[src/sv/jnie_pkg.sv]
// shared types and constants for the json nested integer extractor
// holds the request and result payload structs, character codes and register indexes
// no dependencies
package jnie_pkg;

  // one request: a document byte and its end marker
  typedef struct packed {
    logic [7:0] text_byte;
    logic       final_byte;
  } jnie_in_t;

  // one result: status and parsed value
  typedef struct packed {
    logic               lookup_status;
    logic signed [31:0] found_value;
  } jnie_out_t;

  // configuration register indexes
  localparam logic [2:0] REG_BLOCK_NAME_LOW  = 3'd0;
  localparam logic [2:0] REG_BLOCK_NAME_HIGH = 3'd1;
  localparam logic [2:0] REG_BLOCK_NAME_LEN  = 3'd2;
  localparam logic [2:0] REG_KEY_NAME_LOW    = 3'd3;
  localparam logic [2:0] REG_KEY_NAME_HIGH   = 3'd4;
  localparam logic [2:0] REG_KEY_NAME_LEN    = 3'd5;

  // lookup status codes on the result
  localparam logic STATUS_OK    = 1'b0;
  localparam logic STATUS_ERROR = 1'b1;

  // character codes
  localparam logic [7:0] CH_QUOTE  = 8'h22;
  localparam logic [7:0] CH_BSLASH = 8'h5c;
  localparam logic [7:0] CH_LBRACE = 8'h7b;
  localparam logic [7:0] CH_RBRACE = 8'h7d;
  localparam logic [7:0] CH_COLON  = 8'h3a;
  localparam logic [7:0] CH_COMMA  = 8'h2c;
  localparam logic [7:0] CH_SPACE  = 8'h20;
  localparam logic [7:0] CH_TAB    = 8'h09;
  localparam logic [7:0] CH_LF     = 8'h0a;
  localparam logic [7:0] CH_CR     = 8'h0d;
  localparam logic [7:0] CH_PLUS   = 8'h2b;
  localparam logic [7:0] CH_MINUS  = 8'h2d;
  localparam logic [7:0] CH_ZERO   = 8'h30;
  localparam logic [7:0] CH_NINE   = 8'h39;

  // largest magnitude a 32-bit signed value can take (negative side)
  localparam logic [31:0] MAG_LIMIT = 32'h8000_0000;

endpackage

[src/sv/json_nested_int_extractor_top.sv]
// top level of the json nested integer extractor
// byte-serial json scanner with a request register, one pass of parse logic and a result register
// depends on jnie_pkg
//
// Takes one JSON document a byte per request, with final_byte set on the last byte, and
// returns one result per document: status ok with the signed 32-bit integer found at
// "<block name>": { ... "<key name>": <int> ... }, or status error with value 0. A new
// byte is accepted every cycle while in_stall is low; each byte is held in the request
// register, is parsed by a single pass of logic that updates the scan state, and on the
// final byte the verdict is written to the result register, which drives out_valid.
// in_stall is raised only while a final byte waits in the request register and the result
// register still holds an untaken result. Block and key names are up to MAX_NAME_BYTES raw
// bytes and are compared without unescaping; brace depth is tracked in DEPTH_BITS bits and
// wraps. Configuration is written through cfg_* (always ready) and must only change while no
// document is in flight.
module json_nested_int_extractor_top
  import jnie_pkg::*;
#(
  parameter int MAX_NAME_BYTES = 16,
  parameter int DEPTH_BITS     = 16
) (
  input  logic        clk,
  input  logic        rst_n,
  // request channel
  input  logic        in_valid,
  output logic        in_stall,
  input  jnie_in_t    in_data,
  // result channel
  output logic        out_valid,
  input  logic        out_stall,
  output jnie_out_t   out_data,
  // configuration write channel
  input  logic        cfg_valid,
  output logic        cfg_ready,
  input  logic [2:0]  cfg_index,
  input  logic [63:0] cfg_data
);

  localparam logic [DEPTH_BITS-1:0] DepthOne  = DEPTH_BITS'(1);
  localparam logic [DEPTH_BITS-1:0] DepthZero = '0;
  localparam logic [4:0]            MaxLen    = 5'(MAX_NAME_BYTES);

  // scan phases
  typedef enum logic [3:0] {
    PH_SEEK_BLOCK,
    PH_BLOCK_STR,
    PH_BLOCK_COLON,
    PH_BLOCK_BRACE,
    PH_SEEK_KEY,
    PH_KEY_STR,
    PH_KEY_COLON,
    PH_NUM_START,
    PH_NUM_SIGNED,
    PH_NUM_DIGITS,
    PH_NUM_AFTER
  } phase_t;

  typedef enum logic [1:0] {
    DEC_UNDECIDED,
    DEC_OK,
    DEC_ERROR
  } decision_t;

  // ---------------------------------------------------------------------------
  // configuration registers: only the bytes the name compare can use are kept
  // ---------------------------------------------------------------------------
  logic [7:0] blk_name_r [MAX_NAME_BYTES];
  logic [7:0] key_name_r [MAX_NAME_BYTES];
  logic [4:0] blk_len_r;
  logic [4:0] key_len_r;

  assign cfg_ready = 1'b1;

  for (genvar gi = 0; gi < MAX_NAME_BYTES; gi++) begin : g_name
    // low register feeds bytes 0..7, high register bytes 8..15
    localparam int          Lane    = gi % 8;
    localparam logic [2:0]  BlkReg  = (gi < 8) ? REG_BLOCK_NAME_LOW : REG_BLOCK_NAME_HIGH;
    localparam logic [2:0]  KeyReg  = (gi < 8) ? REG_KEY_NAME_LOW : REG_KEY_NAME_HIGH;

    always_ff @(posedge clk) begin
      if (!rst_n) begin
        blk_name_r[gi] <= '0;
        key_name_r[gi] <= '0;
      end else if (cfg_valid && cfg_ready) begin
        if (cfg_index == BlkReg) begin
          blk_name_r[gi] <= cfg_data[8*Lane +: 8];
        end
        if (cfg_index == KeyReg) begin
          key_name_r[gi] <= cfg_data[8*Lane +: 8];
        end
      end
    end
  end

  always_ff @(posedge clk) begin
    if (!rst_n) begin
      blk_len_r <= '0;
      key_len_r <= '0;
    end else if (cfg_valid && cfg_ready) begin
      if (cfg_index == REG_BLOCK_NAME_LEN) begin
        blk_len_r <= cfg_data[4:0];
      end
      if (cfg_index == REG_KEY_NAME_LEN) begin
        key_len_r <= cfg_data[4:0];
      end
    end
  end

  // ---------------------------------------------------------------------------
  // request register
  // ---------------------------------------------------------------------------
  logic      req_valid_r;
  jnie_in_t  req_r;
  logic      advance;
  logic      out_valid_r;
  jnie_out_t out_r;

  // a byte moves on unless it ends a document and the result slot is still occupied
  assign advance  = req_valid_r && (!req_r.final_byte || !out_valid_r || !out_stall);
  assign in_stall = req_valid_r && !advance;

  always_ff @(posedge clk) begin
    if (!rst_n) begin
      req_valid_r <= 1'b0;
    end else if (in_valid && !in_stall) begin
      req_valid_r <= 1'b1;
    end else if (advance) begin
      req_valid_r <= 1'b0;
    end
  end

  always_ff @(posedge clk) begin
    if (in_valid && !in_stall) begin
      req_r <= in_data;
    end
  end

  // ---------------------------------------------------------------------------
  // scan state
  // ---------------------------------------------------------------------------
  phase_t                phase_r, phase_nxt;
  logic [DEPTH_BITS-1:0] depth_r, depth_nxt;
  logic [4:0]            spos_r, spos_nxt;
  logic                  smatch_r, smatch_nxt;
  logic                  esc_r, esc_nxt;
  logic [31:0]           mag_r, mag_nxt;
  logic                  neg_r, neg_nxt;
  logic                  ovf_r, ovf_nxt;
  decision_t             dstat_r, dstat_nxt;
  logic [31:0]           dval_r, dval_nxt;
  logic                  out_valid_nxt;
  jnie_out_t             out_nxt;

  // name compare for the byte at the current string position
  logic [7:0] b;
  logic [4:0] cur_len;
  logic       name_byte_eq;
  logic       name_hit;

  assign b = req_r.text_byte;

  always_comb begin
    cur_len      = (phase_r == PH_BLOCK_STR) ? blk_len_r : key_len_r;
    name_byte_eq = 1'b0;
    for (int i = 0; i < MAX_NAME_BYTES; i++) begin
      if (spos_r == 5'(i)) begin
        if (phase_r == PH_BLOCK_STR) begin
          name_byte_eq = (blk_name_r[i] == b);
        end else begin
          name_byte_eq = (key_name_r[i] == b);
        end
      end
    end
    name_hit = (spos_r < cur_len) && (cur_len <= MaxLen) && name_byte_eq;
  end

  // byte classes
  logic is_ws;
  logic is_digit;
  logic is_quote;
  logic is_end_sep;

  assign is_ws      = (b == CH_SPACE) || (b == CH_TAB) || (b == CH_LF) || (b == CH_CR);
  assign is_digit   = (b >= CH_ZERO) && (b <= CH_NINE);
  assign is_quote   = (b == CH_QUOTE);
  assign is_end_sep = (b == CH_COMMA) || (b == CH_RBRACE);

  // decimal accumulate: mag * 10 + digit, clamped at the limit
  logic [34:0] mag_acc;
  assign mag_acc = {mag_r, 3'b000} + {2'b00, mag_r, 1'b0} + {31'd0, 4'(b - CH_ZERO)};

  // in-range check of the collected number and its two's complement value
  logic        num_ok;
  logic [31:0] num_val;
  assign num_ok  = !ovf_r && (neg_r || !mag_r[31]);
  assign num_val = neg_r ? (32'd0 - mag_r) : mag_r;

  // end of string and the test for a full name match
  logic str_close;
  logic str_match;
  assign str_close = !esc_r && is_quote;
  assign str_match = (depth_r == DepthOne) && smatch_r && (spos_r == cur_len);

  logic        do_seek;
  logic        fin_ok;
  logic [31:0] fin_val;
  logic        num_ok_post;
  logic [31:0] num_val_post;

  always_comb begin
    phase_nxt     = phase_r;
    depth_nxt     = depth_r;
    spos_nxt      = spos_r;
    smatch_nxt    = smatch_r;
    esc_nxt       = esc_r;
    mag_nxt       = mag_r;
    neg_nxt       = neg_r;
    ovf_nxt       = ovf_r;
    dstat_nxt     = dstat_r;
    dval_nxt      = dval_r;
    do_seek       = 1'b0;
    fin_ok        = 1'b0;
    fin_val       = '0;
    num_ok_post   = 1'b0;
    num_val_post  = '0;
    out_valid_nxt = out_valid_r && out_stall;
    out_nxt       = out_r;

    if (advance) begin
      // parse the byte unless the verdict is already known
      if (dstat_r == DEC_UNDECIDED) begin
        case (phase_r)
          PH_SEEK_BLOCK: begin
            do_seek = 1'b1;
          end
          PH_BLOCK_STR, PH_KEY_STR: begin
            if (str_close) begin
              if (str_match) begin
                phase_nxt = (phase_r == PH_BLOCK_STR) ? PH_BLOCK_COLON : PH_KEY_COLON;
              end else begin
                phase_nxt = (phase_r == PH_BLOCK_STR) ? PH_SEEK_BLOCK : PH_SEEK_KEY;
              end
            end else begin
              esc_nxt    = !esc_r && (b == CH_BSLASH);
              smatch_nxt = smatch_r && name_hit;
              if (spos_r != 5'd31) begin
                spos_nxt = spos_r + 5'd1;
              end
            end
          end
          PH_BLOCK_COLON: begin
            if (b == CH_COLON) begin
              phase_nxt = PH_BLOCK_BRACE;
            end else if (!is_ws) begin
              // near miss: rescan this byte as ordinary text
              phase_nxt = PH_SEEK_BLOCK;
              do_seek   = 1'b1;
            end
          end
          PH_BLOCK_BRACE: begin
            if (b == CH_LBRACE) begin
              phase_nxt = PH_SEEK_KEY;
              depth_nxt = DepthOne;
            end else if (!is_ws) begin
              phase_nxt = PH_SEEK_BLOCK;
              do_seek   = 1'b1;
            end
          end
          PH_SEEK_KEY: begin
            if (is_quote) begin
              phase_nxt  = PH_KEY_STR;
              spos_nxt   = '0;
              smatch_nxt = 1'b1;
              esc_nxt    = 1'b0;
            end else if (b == CH_LBRACE) begin
              depth_nxt = depth_r + DepthOne;
            end else if (b == CH_RBRACE) begin
              depth_nxt = depth_r - DepthOne;
              // block closed before the key showed up
              if (depth_r == DepthOne) begin
                dstat_nxt = DEC_ERROR;
                dval_nxt  = '0;
              end
            end
          end
          PH_KEY_COLON: begin
            if (b == CH_COLON) begin
              phase_nxt = PH_NUM_START;
            end else if (!is_ws) begin
              dstat_nxt = DEC_ERROR;
              dval_nxt  = '0;
            end
          end
          PH_NUM_START, PH_NUM_SIGNED: begin
            if ((phase_r == PH_NUM_START) && ((b == CH_MINUS) || (b == CH_PLUS))) begin
              neg_nxt   = (b == CH_MINUS);
              phase_nxt = PH_NUM_SIGNED;
            end else if (is_digit) begin
              phase_nxt = PH_NUM_DIGITS;
              if (mag_acc > {3'b000, MAG_LIMIT}) begin
                ovf_nxt = 1'b1;
                mag_nxt = MAG_LIMIT;
              end else begin
                mag_nxt = mag_acc[31:0];
              end
            end else if ((phase_r == PH_NUM_SIGNED) || !is_ws) begin
              dstat_nxt = DEC_ERROR;
              dval_nxt  = '0;
            end
          end
          PH_NUM_DIGITS: begin
            if (is_digit) begin
              if (!ovf_r) begin
                if (mag_acc > {3'b000, MAG_LIMIT}) begin
                  ovf_nxt = 1'b1;
                  mag_nxt = MAG_LIMIT;
                end else begin
                  mag_nxt = mag_acc[31:0];
                end
              end
            end else if (!num_ok) begin
              dstat_nxt = DEC_ERROR;
              dval_nxt  = '0;
            end else if (is_end_sep) begin
              dstat_nxt = DEC_OK;
              dval_nxt  = num_val;
            end else if (is_ws) begin
              dval_nxt  = num_val;
              phase_nxt = PH_NUM_AFTER;
            end else begin
              dstat_nxt = DEC_ERROR;
              dval_nxt  = '0;
            end
          end
          PH_NUM_AFTER: begin
            if (is_end_sep) begin
              dstat_nxt = DEC_OK;
            end else if (!is_ws) begin
              dstat_nxt = DEC_ERROR;
              dval_nxt  = '0;
            end
          end
          default: begin
            dstat_nxt = DEC_ERROR;
            dval_nxt  = '0;
          end
        endcase

        // plain scan outside the block: strings and brace depth
        if (do_seek) begin
          if (is_quote) begin
            phase_nxt  = PH_BLOCK_STR;
            spos_nxt   = '0;
            smatch_nxt = 1'b1;
            esc_nxt    = 1'b0;
          end else if (b == CH_LBRACE) begin
            depth_nxt = depth_r + DepthOne;
          end else if (b == CH_RBRACE) begin
            depth_nxt = depth_r - DepthOne;
          end
        end
      end

      // end of document: settle the verdict, load the result and clear the scan
      if (req_r.final_byte) begin
        num_ok_post  = !ovf_nxt && (neg_nxt || !mag_nxt[31]);
        num_val_post = neg_nxt ? (32'd0 - mag_nxt) : mag_nxt;
        if (dstat_nxt == DEC_OK) begin
          fin_ok  = 1'b1;
          fin_val = dval_nxt;
        end else if (dstat_nxt == DEC_UNDECIDED) begin
          if ((phase_nxt == PH_NUM_DIGITS) && num_ok_post) begin
            fin_ok  = 1'b1;
            fin_val = num_val_post;
          end else if (phase_nxt == PH_NUM_AFTER) begin
            fin_ok  = 1'b1;
            fin_val = dval_nxt;
          end
        end
        out_valid_nxt         = 1'b1;
        out_nxt.lookup_status = fin_ok ? STATUS_OK : STATUS_ERROR;
        out_nxt.found_value   = fin_ok ? fin_val : '0;

        phase_nxt  = PH_SEEK_BLOCK;
        depth_nxt  = DepthZero;
        spos_nxt   = '0;
        smatch_nxt = 1'b1;
        esc_nxt    = 1'b0;
        mag_nxt    = '0;
        neg_nxt    = 1'b0;
        ovf_nxt    = 1'b0;
        dstat_nxt  = DEC_UNDECIDED;
        dval_nxt   = '0;
      end
    end
  end

  // scan state and result register
  always_ff @(posedge clk) begin
    if (!rst_n) begin
      phase_r     <= PH_SEEK_BLOCK;
      depth_r     <= DepthZero;
      spos_r      <= '0;
      smatch_r    <= 1'b1;
      esc_r       <= 1'b0;
      mag_r       <= '0;
      neg_r       <= 1'b0;
      ovf_r       <= 1'b0;
      dstat_r     <= DEC_UNDECIDED;
      dval_r      <= '0;
      out_valid_r <= 1'b0;
    end else begin
      phase_r     <= phase_nxt;
      depth_r     <= depth_nxt;
      spos_r      <= spos_nxt;
      smatch_r    <= smatch_nxt;
      esc_r       <= esc_nxt;
      mag_r       <= mag_nxt;
      neg_r       <= neg_nxt;
      ovf_r       <= ovf_nxt;
      dstat_r     <= dstat_nxt;
      dval_r      <= dval_nxt;
      out_valid_r <= out_valid_nxt;
    end
  end

  always_ff @(posedge clk) begin
    out_r <= out_nxt;
  end

  assign out_valid = out_valid_r;
  assign out_data  = out_r;

endmodule

[config.mk]
export PLATFORM = sky130hd
export DESIGN_NAME = json_nested_int_extractor_top
export DESIGN_NICKNAME = d
export VERILOG_FILES = /design/src/sv/jnie_pkg.sv /design/src/sv/json_nested_int_extractor_top.sv
export SDC_FILE = /design/constraint.sdc
export NUM_CORES = 1
export LEC_CHECK = 0
export BUFFER_PORTS_ARGS = -buffer_cell sky130_fd_sc_hd__buf_2
export CAP_MARGIN = 20
export CORE_MARGIN = 3
export CORE_UTILIZATION = 64
export CTS_BUF_LIST = sky130_fd_sc_hd__clkbuf_8
export CTS_CLUSTER_SIZE = 14
export DETAILED_ROUTE_END_ITERATION = 10
export PLACE_DENSITY = 0.84
export SETUP_SLACK_MARGIN = 0.5
export SLEW_MARGIN = 20
export SYNTH_ARGS = -nofsm -noshare
export SYNTH_HDL_FRONTEND = slang
export SYNTH_SLANG_ARGS = --single-unit
[constraint.sdc]
create_clock -name clk -period 7.5 [get_ports clk]
set_clock_uncertainty 0.15 [all_clocks]
set_input_delay 1.125 -clock clk [delete_from_list [all_inputs] [get_ports clk]]
set_output_delay 1.125 -clock clk [all_outputs]
set_load 0.005 [all_outputs]
======== Word-level counts from Yosys, hierarchy flattened ========
Memories as Yosys holds them, arrays and structs flattened.
Cells that the tools add are included.
word-level totals
  register bits after elaboration ......... 149
  bits in writable memories ............... 256
  bits of input ports ..................... 81
  output and inout port bits .............. 36
  word-level logic and storage cells ...... 412
  memories kept ........................... 2
memories
  memory      words  bits a word  rd ports  clocked after memory_dff  wr ports  RTL line                             RTL
  blk_name_r  16     8            16        0                         16        json_nested_int_extractor_top.sv:67  logic [7:0] blk_name_r [MAX_NAME_BYTES];
  key_name_r  16     8            16        0                         16        json_nested_int_extractor_top.sv:68  logic [7:0] key_name_r [MAX_NAME_BYTES];
operators by class
  add/subtract/negate cells ............... 8
  order comparisons ....................... 5
  equality and inequality tests ........... 80
  mux-type cells .......................... 216
  bitwise operators ....................... 32
  reductions and logical operators ........ 51
operators by type and width
  kind                                                                               number
  32-bit 2-to-1 mux                                                                  30
  8-bit == test                                                                      32
  8-bit 2-to-1 mux                                                                   32
  32-bit one-hot mux with 6 select lines                                             1
  16-bit 2-to-1 mux                                                                  10
  1-bit 2-to-1 mux                                                                   91
  4-bit 2-to-1 mux                                                                   17
  32-bit one-hot mux with 2 select lines                                             1
  1-bit by 32-bit subtractor with 32-bit output, first input constant                2
  8-bit by 6-bit == test with 1-bit output, second input constant                    6
  5-bit by 4-bit == test with 1-bit output, second input constant                    8
  5-bit 2-to-1 mux                                                                   8
  35-bit by 33-bit adder with 35-bit output                                          1
  35-bit by 4-bit adder with 35-bit output                                           1
  35-bit by 32-bit greater-than comparator with 1-bit output, second input constant  1
  1-bit OR                                                                           32
  16-bit one-hot mux with 2 select lines                                             1
  2-bit 2-to-1 mux                                                                   15
  4-bit one-hot mux with 7 select lines                                              1
  8-bit by 4-bit == test with 1-bit output, second input constant                    3
  8-bit by 7-bit == test with 1-bit output, second input constant                    3
  4-bit == test, second input constant                                               5
  5-bit by 3-bit == test with 1-bit output, second input constant                    4
  16-bit by 1-bit adder with 16-bit output, second input constant                    1
  35 further kinds                                                                   86

======== Depth between registers and ports, before layout ========
Gate-level depths: netlist of run 1.
An unclocked memory read counts as a cell.
  depth after elaboration ................. 27
  gate-level depth with buffers ........... 22
  mapped depth without buffers ............ 18

======== Least setup slack after synthesis of run 1 ========
No wires, ideal clock.
  path type ............................... in2reg
  start ................................... in cfg_index[1]
  end ..................................... mem blk_name_r[0][0], enable pin
  setup time .............................. 0.582 ns
  arrival time ............................ 6.018 ns
  required time ........................... 6.768 ns
  path slack .............................. 0.750 ns
  stages on the path ...................... 2
  buffers on the path ..................... 0
  path through ............................ nand2b_1 -> o31ai_1
RTL lines
  item             RTL line                             RTL
  start, declared  json_nested_int_extractor_top.sv:35  input logic [2:0] cfg_index,
  end, declared    json_nested_int_extractor_top.sv:67

======== Worst setup path after layout of run 1 ========
  start ................................... reg mag_r[0]
  end ..................................... reg out_r, in the netlist out_data[30], data pin
on the way
  cells in the longest elaborated chain, start to end .. 18
  elaborated cells on any way between the ends .. 44
  classes of those cells .................. add/sub: 4; order compare: 1; mux: 34; reduce/logical: 5
ends and longest elaborated chain
  item                                                                                                RTL line                              RTL
  start, declared                                                                                     json_nested_int_extractor_top.sv:146  logic [31:0] mag_r, mag_nxt;
  start signal, assigned                                                                              json_nested_int_extractor_top.sv:418  mag_r <= mag_nxt;
  parallel branches: the longest is 18 deep, another holds 35-bit by 33-bit adder with 35-bit output  --
  end signal, assigned                                                                                json_nested_int_extractor_top.sv:428  out_r <= out_nxt;
  end, declared                                                                                       json_nested_int_extractor_top.sv:116  jnie_out_t out_r;
Parallel ways; which one is timed is not known. The select of a mux whose other input is x is not followed.
A chain may end at the register's enable or synchronous reset.

==> results of run 1 <==
report_power, final:
group          switching, uW  internal [uW]
clock                    941           1070
sequential              32.2           2500
combinational            206            109
state kept, by name, indices dropped and copies added, names as in the netlist, 8 cells and up:
signal and count:
blk_name_r 128, key_name_r 128, out_data 33, dval_r 32, mag_r 32, depth_r 16, b 8
cells in the mapped netlist, drive strengths merged (10+ instances only):
cell | number | area share
or2 | 12 | 0.0030
nand3 | 38 | 0.0081
nor2b | 15 | 0.0038
clkbuf | 133 | 0.020
o31ai | 22 | 0.0067
edfxtp | 298 | 0.36
o21ai | 124 | 0.025
mux2i | 145 | 0.059
nand4 | 30 | 0.0076
a22oi | 73 | 0.022
nor2 | 252 | 0.038
and2 | 271 | 0.069
dfxtp | 107 | 0.087
ha | 76 | 0.038
a21oi | 150 | 0.031
or4 | 10 | 0.0030
xor2 | 63 | 0.023
nor3 | 43 | 0.0087
o22ai | 31 | 0.0078
nor4 | 37 | 0.010
or3 | 21 | 0.0053
a31oi | 18 | 0.0048
and3 | 16 | 0.0040
nand2b | 17 | 0.0043
nor3b | 11 | 0.0033
a211oi | 19 | 0.0062
buf | 25 | 0.0053
o211ai | 14 | 0.0042
inv | 42 | 0.0064
nand2 | 129 | 0.020
xnor2 | 147 | 0.052
a21o | 12 | 0.0036
o21a | 17 | 0.0052
worst paths after layout:
check,start,to,slack [ns],cells after the start
worst max-delay path,mag_r[0],out_data[30],1.03,20
worst min-delay path,out_valid,out_valid,0.32,2
worst max register to register,mag_r[0],out_data[30],1.03,20
worst min register to register,out_valid,out_valid,0.32,2
per-layer routing:
metal  share of wire  routed length, um
met1            0.40              28200
met2            0.47              32900
met5         0.00048                 34
met4           0.029               2030
met3            0.10               7000
final cells by class:
| class | count | share of cell area |
|---|---|---|
| repair buffers | 155 | 0.0327 |
| flip-flops and latches | 405 | 0.409 |
| inverters | 42 | 0.00581 |
| well taps | 511 | 0.0236 |
| clock buffers | 78 | 0.0396 |
| clock inverters | 49 | 0.0117 |
| multi-input cells | 1928 | 0.477 |
| diodes | 3 | 0.000277 |
cells in the final DEF, fill, tap and decap left out, types with 8 or more instances in the layout:
| cell | n |
|---|---|
| sky130_fd_sc_hd__buf_2 | 115 |
| sky130_fd_sc_hd__a21o_1 | 12 |
| sky130_fd_sc_hd__o21ai_1 | 17 |
| sky130_fd_sc_hd__dfxtp_1 | 107 |
| sky130_fd_sc_hd__o31ai_1 | 21 |
| sky130_fd_sc_hd__and3_1 | 16 |
| sky130_fd_sc_hd__nor3b_1 | 11 |
| sky130_fd_sc_hd__a21oi_1 | 147 |
| sky130_fd_sc_hd__xor2_1 | 62 |
| sky130_fd_sc_hd__clkinv_2 | 8 |
| sky130_fd_sc_hd__nand4_1 | 30 |
| sky130_fd_sc_hd__o211ai_1 | 14 |
| sky130_fd_sc_hd__nor4_1 | 35 |
| sky130_fd_sc_hd__a211oi_1 | 17 |
| sky130_fd_sc_hd__nor3_1 | 40 |
| sky130_fd_sc_hd__nand2_1 | 127 |
| sky130_fd_sc_hd__a31oi_1 | 17 |
| sky130_fd_sc_hd__nand2b_1 | 17 |
| sky130_fd_sc_hd__ha_1 | 76 |
| sky130_fd_sc_hd__a221oi_1 | 8 |
| sky130_fd_sc_hd__o21a_1 | 17 |
| sky130_fd_sc_hd__a22oi_1 | 73 |
| sky130_fd_sc_hd__nor2b_1 | 14 |
| sky130_fd_sc_hd__o21ai_0 | 103 |
| sky130_fd_sc_hd__nand3_1 | 36 |
| sky130_fd_sc_hd__xnor2_1 | 147 |
| sky130_fd_sc_hd__o41ai_1 | 9 |
| sky130_fd_sc_hd__clkbuf_8 | 78 |
| sky130_fd_sc_hd__or4_1 | 10 |
| sky130_fd_sc_hd__or2_2 | 9 |
| sky130_fd_sc_hd__edfxtp_1 | 298 |
| sky130_fd_sc_hd__clkinv_1 | 13 |
| sky130_fd_sc_hd__or3_1 | 21 |
| sky130_fd_sc_hd__and2_1 | 269 |
| sky130_fd_sc_hd__buf_4 | 39 |
| sky130_fd_sc_hd__nor2_1 | 247 |
| sky130_fd_sc_hd__mux2i_1 | 145 |
| sky130_fd_sc_hd__o22ai_1 | 31 |
| sky130_fd_sc_hd__inv_1 | 57 |
cell families (layout without fill, tap and decap cells):
group / Yosys count / after routing / share of synthesized area
xor gates and xnor gates: 210 / 210 / 0.0747
muxes: 145 / 145 / 0.0587
buffers and inverters: 200 / 324 / 0.0318
adders and majority gates: 78 / 78 / 0.0401
other: 1 / 4 / 0.000152
DFF: 405 / 405 / 0.448
AOI/OAI and AO/OA: 574 / 574 / 0.152
and+or+nand+nor: 920 / 920 / 0.195
critical path: cells and delay by family (launching register included):
kind                       cells  cell delay, ns
and+or+nand+nor                3            0.90
AOI/OAI and AO/OA              9            2.77
adders and majority gates      2            0.95
DFF                            1            0.42
buffers and inverters          4            0.59
xor gates and xnor gates       2            0.37
per-stage QoR:
stage | utilization | cells | hold WS [ns] | worst slack (ns)
2_1_floorplan | - | 2533 | 0.298 | 0.750
3_3_place_gp | 0.680 | 3041 | 0.302 | 1.28
3_5_place_dp | 0.680 | 3041 | 0.317 | 1.10
4_1_cts | 0.716 | 3168 | 0.322 | 1.07
5_1_grt | 0.717 | 3170 | 0.336 | 0.649
6_report | 0.717 | 3171 | 0.319 | 1.03
==> load_flow_metrics.sql, run 1 <==
INSERT INTO impl_metrics (metric_group, metric, value, unit) VALUES
('clock_tree', 'ctsHtreeMaxLevel', '3', ''),
('timing', 'max-slew-margin-rel', '0.286', ''),
('timing', 'final_max_slew_viol_count', '0', ''),
('global_routing', 'global_route.usage.total', '0.335', ''),
('global_routing', 'maximum_number_of_pins_on_one_net_before_global_route_repair', '87', ''),
('timing', 'setup_violations', '0', ''),
('clock_tree', 'bufs_on_longest_clock_path', '3', ''),
('drt', 'via_density_per_instance', '6.44', ''),
('finish', 'final_design_area_no_fill', '27100', 'um^2'),
('floorplanning', 'start_util', '0.654', ''),
('outcome', 'status', 'finished clean', ''),
('drt', 'vias', '20400', ''),
('synth', 'yosys_warnings', '0', ''),
('global_routing', 'global_route.usage.met3', '0.0625', ''),
('global_routing', 'first_global_vias', '19900', ''),
('drt', 'drc_errors', '0', ''),
('setup_path', 'worstPathRequired', '7.68', 'ns'),
('timing', 'tightest_slew', '1.06', 'ns'),
('finish', 'area_growth', '9.67', '%'),
('placed_design', 'globalplace.congestion', '0.920', ''),
('synth', 'synth_edf_count', '298', ''),
('synth', 'post_synth_instance_area', '24700', 'um^2'),
('setup_path', 'critical_path.cell_chain', 'inv_1, fa_1, inv_1, fa_1, a211oi_1, o21ai_1, a211oi_1, o221ai_1, o21ai_1, a32oi_1, xor2_2, buf_4, nor3_1, buf_4, a2111o_1, and4bb_1, nand3_2, o41ai_1, xor2_1, o22ai_1', ''),
('clock_tree', 'post_cts_gate_resize_count', '0', ''),
('power', 'totalPowerFinal', '4860', 'uW'),
('timing', 'achievable-frequency', '154', 'MHz'),
('synth', 'synth_seq_cells', '405', ''),
('setup_path', 'cp_max_fo', '10', ''),
('finish', 'design.final.nets', '2760', ''),
('power', 'p_per_area', '179', 'nW/um^2'),
('timing', 'post-route-period-util', '0.863', ''),
('finish', 'post_route_cells_drive_above_1_share', '0.113', ''),
('setup_path', 'path_class', 'reg2reg', ''),
('setup_path', 'cpMaxStageDelayCell', 'sky130_fd_sc_hd__a211oi_1', ''),
('hold_path', 'hold_class', 'reg2reg', ''),
('setup_path', 'timing.critical_path.arrival', '6.65', 'ns'),
('drt', 'drtAntennaViolNets', '0', ''),
('clock_tree', 'cts.hold.buffers_added', '0', ''),
('power', 'ir_drop', '215', 'uV'),
('timing', 'totalNegativeSetupSlack', '0', 'ns'),
('flow_run', 'maxCapViolCount', '0', ''),
('setup_path', 'worst_setup_start_kind', 'flop', ''),
('drt', 'finalWirelength', '70200', 'um'),
('clock_tree', 'root_buffer', 'sky130_fd_sc_hd__clkbuf_8', ''),
('synth', 'postSynthCellCount', '2533', ''),
('synth', 'yosys.cell_types.count', '93', ''),
('drt', 'post_drt_wl_per_cell', '22.1', 'um'),
('global_routing', 'global_route_wire_length_before_repair', '110000', 'um'),
('clock_tree', 'tritoncts', 'yes', ''),
('floorplanning', 'floorplan.rows', '71', ''),
('power', 'total_leakage_power', '0.0100', 'uW'),
('clock_tree', 'cts.repair_timing.setup_buffer_count', '0', ''),
('synth', 'synth.net_count', '2692', ''),
('floorplanning', 'die_width', '203', 'um'),
('global_routing', 'globalRouteMet2Util', '0.546', ''),
('floorplanning', 'core-area', '37800', 'um^2'),
('clock_tree', 'clock_latency', '0.65', 'ns'),
('finish', 'layout.filler_cells', '2781', ''),
('synth', 'syn_avg_cell_area', '9.76', 'um^2'),
('synth', 'ys.flop_type', 'sky130_fd_sc_hd__edfxtp_1', ''),
('drt', 'drt_pre_antenna_iters', '6', ''),
('finish', 'layout.area.seq', '11100', 'um^2'),
('floorplanning', 'dieArea', '41000', 'um^2'),
('placed_design', 'port_buffers', '115', ''),
('global_routing', 'grt_antenna_before_repair', '7', ''),
('setup_path', 'slowest_delay', '0.61', 'ns'),
('clock_tree', 'numCtsBuffers', '69', ''),
('global_routing', 'global_route.peak_usage_layer', 'met2', ''),
('timing', 'timing.final.hold_violations', '0', ''),
('floorplanning', 'i_o_pin_count', '117', ''),
('synth', 'synth_async_sr_flop_share', '0', ''),
('global_routing', 'grt_overflow_total', '0', ''),
('placed_design', 'hpwl', '47500', 'um'),
('drt', 'initial_detailed_routing_violation_count', '2369', ''),
('setup_path', 'cp-end-kind', 'flop', ''),
('timing', 'rsz0062_at_grt', 'false', ''),
('timing', 'period_needed', '6.47', 'ns'),
('finish', 'area_of_the_multi_input_gates', '13000', 'um^2'),
('clock_tree', 'numClockSinks', '405', ''),
('placed_design', 'cell_area_reported_after_detailed_placement', '25700', 'um^2'),
('global_routing', 'grt_util_met1', '0.454', ''),
('synth', 'ys_seq_area_frac', '0.448', ''),
('clock_tree', 'path_clk_slew', '0.06', 'ns'),
('floorplanning', 'die_h', '203', 'um');
(Power assumes the default switching activity.)
==> run 2, diff against run 1 <==
--- a/config.mk
+++ b/config.mk
@@ -8,11 +8,11 @@
 export BUFFER_PORTS_ARGS = -buffer_cell sky130_fd_sc_hd__buf_2
 export CAP_MARGIN = 20
 export CORE_MARGIN = 3
-export CORE_UTILIZATION = 64
+export CORE_UTILIZATION = 25
 export CTS_BUF_LIST = sky130_fd_sc_hd__clkbuf_8
 export CTS_CLUSTER_SIZE = 14
 export DETAILED_ROUTE_END_ITERATION = 10
-export PLACE_DENSITY = 0.84
+export PLACE_DENSITY = 0.4
 export SETUP_SLACK_MARGIN = 0.5
 export SLEW_MARGIN = 20
 export SYNTH_ARGS = -nofsm -noshare
==> run 2 against run 1 <==
Design area rose by 4.4%; final cell count is 25% higher; non-clock buffer count up 2; fmax increased by 1.2%; core utilization shrank 43 points; first-iteration DRC count decreased by 41%; largest power group unchanged; power is 5.2% higher; die area grew to 2.5 times the previous value; clock-buffer cell count is 8 higher; global-route usage fell by 17 points; combinational power rose by 4%; highest routed layer unchanged; clock power rose by 12%.
==> load_flow_metrics.sql, run 2 (synthesis results as in run 1) <==
INSERT INTO impl_metrics (metric_group, metric, value, unit) VALUES
('outcome', 'status', 'finished clean', ''),
('clock_tree', 'tritoncts', 'yes', ''),
('timing', 'totalNegativeSetupSlack', '0', 'ns'),
('placed_design', 'globalplace.congestion', '0.869', ''),
('setup_path', 'critical_path.cell_chain', 'inv_1, fa_1, inv_1, fa_1, a211oi_1, o21ai_1, a211oi_2, o221ai_1, o21ai_1, a32oi_1, xor2_2, nor3_1, a2111o_1, and4bb_1, nand3_2, o41ai_1, xor2_1, o22ai_1', ''),
('timing', 'period_needed', '6.40', 'ns'),
('finish', 'final_design_area_no_fill', '28300', 'um^2'),
('setup_path', 'slowest_delay', '0.56', 'ns'),
('drt', 'drtAntennaViolNets', '0', ''),
('finish', 'mostFrequentLayoutCells', 'sky130_fd_sc_hd__edfxtp_1 (298), sky130_fd_sc_hd__and2_1 (269), sky130_fd_sc_hd__nor2_1 (247), sky130_fd_sc_hd__a21oi_1 (147), sky130_fd_sc_hd__xnor2_1 (147)', ''),
('placed_design', 'cell_area_reported_after_detailed_placement', '26700', 'um^2'),
('timing', 'rsz0062_at_grt', 'false', ''),
('clock_tree', 'numCtsBuffers', '80', ''),
('hold_path', 'hold_class', 'reg2reg', ''),
('setup_path', 'worst_setup_start_kind', 'flop', ''),
('global_routing', 'first_global_vias', '20200', ''),
('finish', 'post_route_cells_drive_above_1_share', '0.117', ''),
('clock_tree', 'cts.hold.buffers_added', '0', ''),
('timing', 'setup_violations', '0', ''),
('global_routing', 'grt_overflow_total', '0', ''),
('timing', 'tightest_slew', '1.11', 'ns'),
('power', 'p_per_area', '180', 'nW/um^2'),
('finish', 'layout.cells.most_common', 'sky130_fd_sc_hd__edfxtp_1', ''),
('clock_tree', 'cts.repair_timing.setup_buffer_count', '0', ''),
('finish', 'area_growth', '14.5', '%'),
('drt', 'finalWirelength', '86700', 'um'),
('placed_design', 'port_buffers', '115', ''),
('floorplanning', 'floorplan.rows', '114', ''),
('global_routing', 'grt_antenna_before_repair', '20', ''),
('global_routing', 'maximum_number_of_pins_on_one_net_before_global_route_repair', '65', ''),
('setup_path', 'cp_max_fo', '10', ''),
('clock_tree', 'numClockSinks', '405', ''),
('power', 'ir_drop', '115', 'uV'),
('finish', 'design.final.nets', '2773', ''),
('drt', 'vias', '19900', ''),
('drt', 'drc_errors', '0', ''),
('finish', 'stdcell_count', '3964', ''),
('clock_tree', 'root_buffer', 'sky130_fd_sc_hd__clkbuf_8', ''),
('placed_design', 'place_ws', '0.639', 'ns'),
('floorplanning', 'core-area', '97400', 'um^2'),
('floorplanning', 'start_util', '0.254', ''),
('clock_tree', 'path_clk_slew', '0.06', 'ns'),
('placed_design', 'hpwl', '58000', 'um'),
('timing', 'worst_slack', '1.10', 'ns'),
('clock_tree', 'ctsHtreeMaxLevel', '3', ''),
('setup_path', 'worstPathRequired', '7.77', 'ns'),
('timing', 'post-route-period-util', '0.853', ''),
('drt', 'post_drt_wl_per_cell', '21.9', 'um'),
('setup_path', 'cpMaxStageDelayCell', 'sky130_fd_sc_hd__and4bb_1', ''),
('drt', 'via_density_per_instance', '5.03', ''),
('setup_path', 'cp-end-kind', 'flop', ''),
('drt', 'drt_pre_antenna_iters', '5', ''),
('clock_tree', 'bufs_on_longest_clock_path', '3', ''),
('timing', 'final_max_slew_viol_count', '0', ''),
('global_routing', 'global_route.usage.total', '0.166', ''),
('setup_path', 'timing.critical_path.arrival', '6.66', 'ns'),
('floorplanning', 'die_width', '321', 'um'),
('timing', 'max-slew-margin-rel', '0.258', ''),
('setup_path', 'path_class', 'reg2reg', ''),
('clock_tree', 'post_cts_gate_resize_count', '0', ''),
('global_routing', 'global_route_wire_length_before_repair', '131000', 'um'),
('floorplanning', 'dieArea', '103000', 'um^2'),
('power', 'total_leakage_power', '0.0101', 'uW'),
('floorplanning', 'die_h', '321', 'um'),
('drt', 'initial_detailed_routing_violation_count', '1394', ''),
('timing', 'achievable-frequency', '156', 'MHz'),
('clock_tree', 'clock_latency', '0.70', 'ns'),
('placed_design', 'placedCellCount', '3808', ''),
('flow_run', 'maxCapViolCount', '0', ''),
('timing', 'timing.final.hold_violations', '0', ''),
('floorplanning', 'i_o_pin_count', '117', '');
## run 2: cell types whose count changed in the layout (fill, tap and decap cells not counted), moves of 2 or more
cell	before	now
sky130_fd_sc_hd__clkbuf_8	78	86
sky130_fd_sc_hd__diode_2	3	11
sky130_fd_sc_hd__clkinv_1	13	18
sky130_fd_sc_hd__inv_12	0	3
sky130_fd_sc_hd__a2111oi_2	3	1
sky130_fd_sc_hd__clkinv_2	8	10
sky130_fd_sc_hd__inv_1	57	59
sky130_fd_sc_hd__inv_6	3	1
## run 2: cell type report
type / instances / area [um^2]
Tap cell: 1276 / 1600
Timing Repair Buffer: 157 / 916
Antenna cell: 11 / 27.5
Fill cell: 10200 / 69100
Multi-Input combinational cell: 1928 / 13000
Clock inverter: 59 / 382
Sequential cell: 405 / 11100
Inverter: 42 / 159
Clock buffer: 86 / 1180
## run 2: critical path, delay by kind of cell, from the launching register on
kind / cells / cell delay, ns
AO/OA/AOI/OAI: 9 / 2.70
flip-flops: 1 / 0.43
XOR/XNOR: 2 / 0.59
AND/OR/NAND/NOR: 3 / 1.12
adder cells (fa/ha/maj): 2 / 0.94
buffers and inverters: 2 / 0.22
## run 2: report_power, final
part / leakage [uW] / internal, uW / switching (uW)
logic: 0.00545 / 109 / 219
clock network: 0.000876 / 1180 / 1070
registers: 0.00378 / 2500 / 28.6
total: 0.0101 / 3790 / 1320
## run 2: final timing paths
kind,slack (ns),end,cells past startpoint,startpoint
setup reg to reg,1.10,out_data[30],18,mag_r[0]
setup / recovery,1.10,out_data[30],18,mag_r[0]
hold reg to reg,0.32,out_valid,2,out_valid
hold / removal,0.32,out_valid,2,out_valid
## run 2: through the flow
step                       util  power, uW  hold WS, ns
after CTS                 0.290       5200        0.326
after floorplan               -       2770        0.298
final                     0.291       5110        0.323
after detailed placement  0.274       2910        0.320
after global placement    0.274       2910        0.311
after global routing      0.290       5340        0.358
## run 2: routing by layer
metal  vias to the layer above  GRT usage  part of all wire
met1                      9723      0.221              0.44
met5                         -          0           0.00071
met3                       166     0.0358             0.064
met2                       608      0.271              0.46
met4                        10     0.0512             0.028
li1                       9433          -                 -
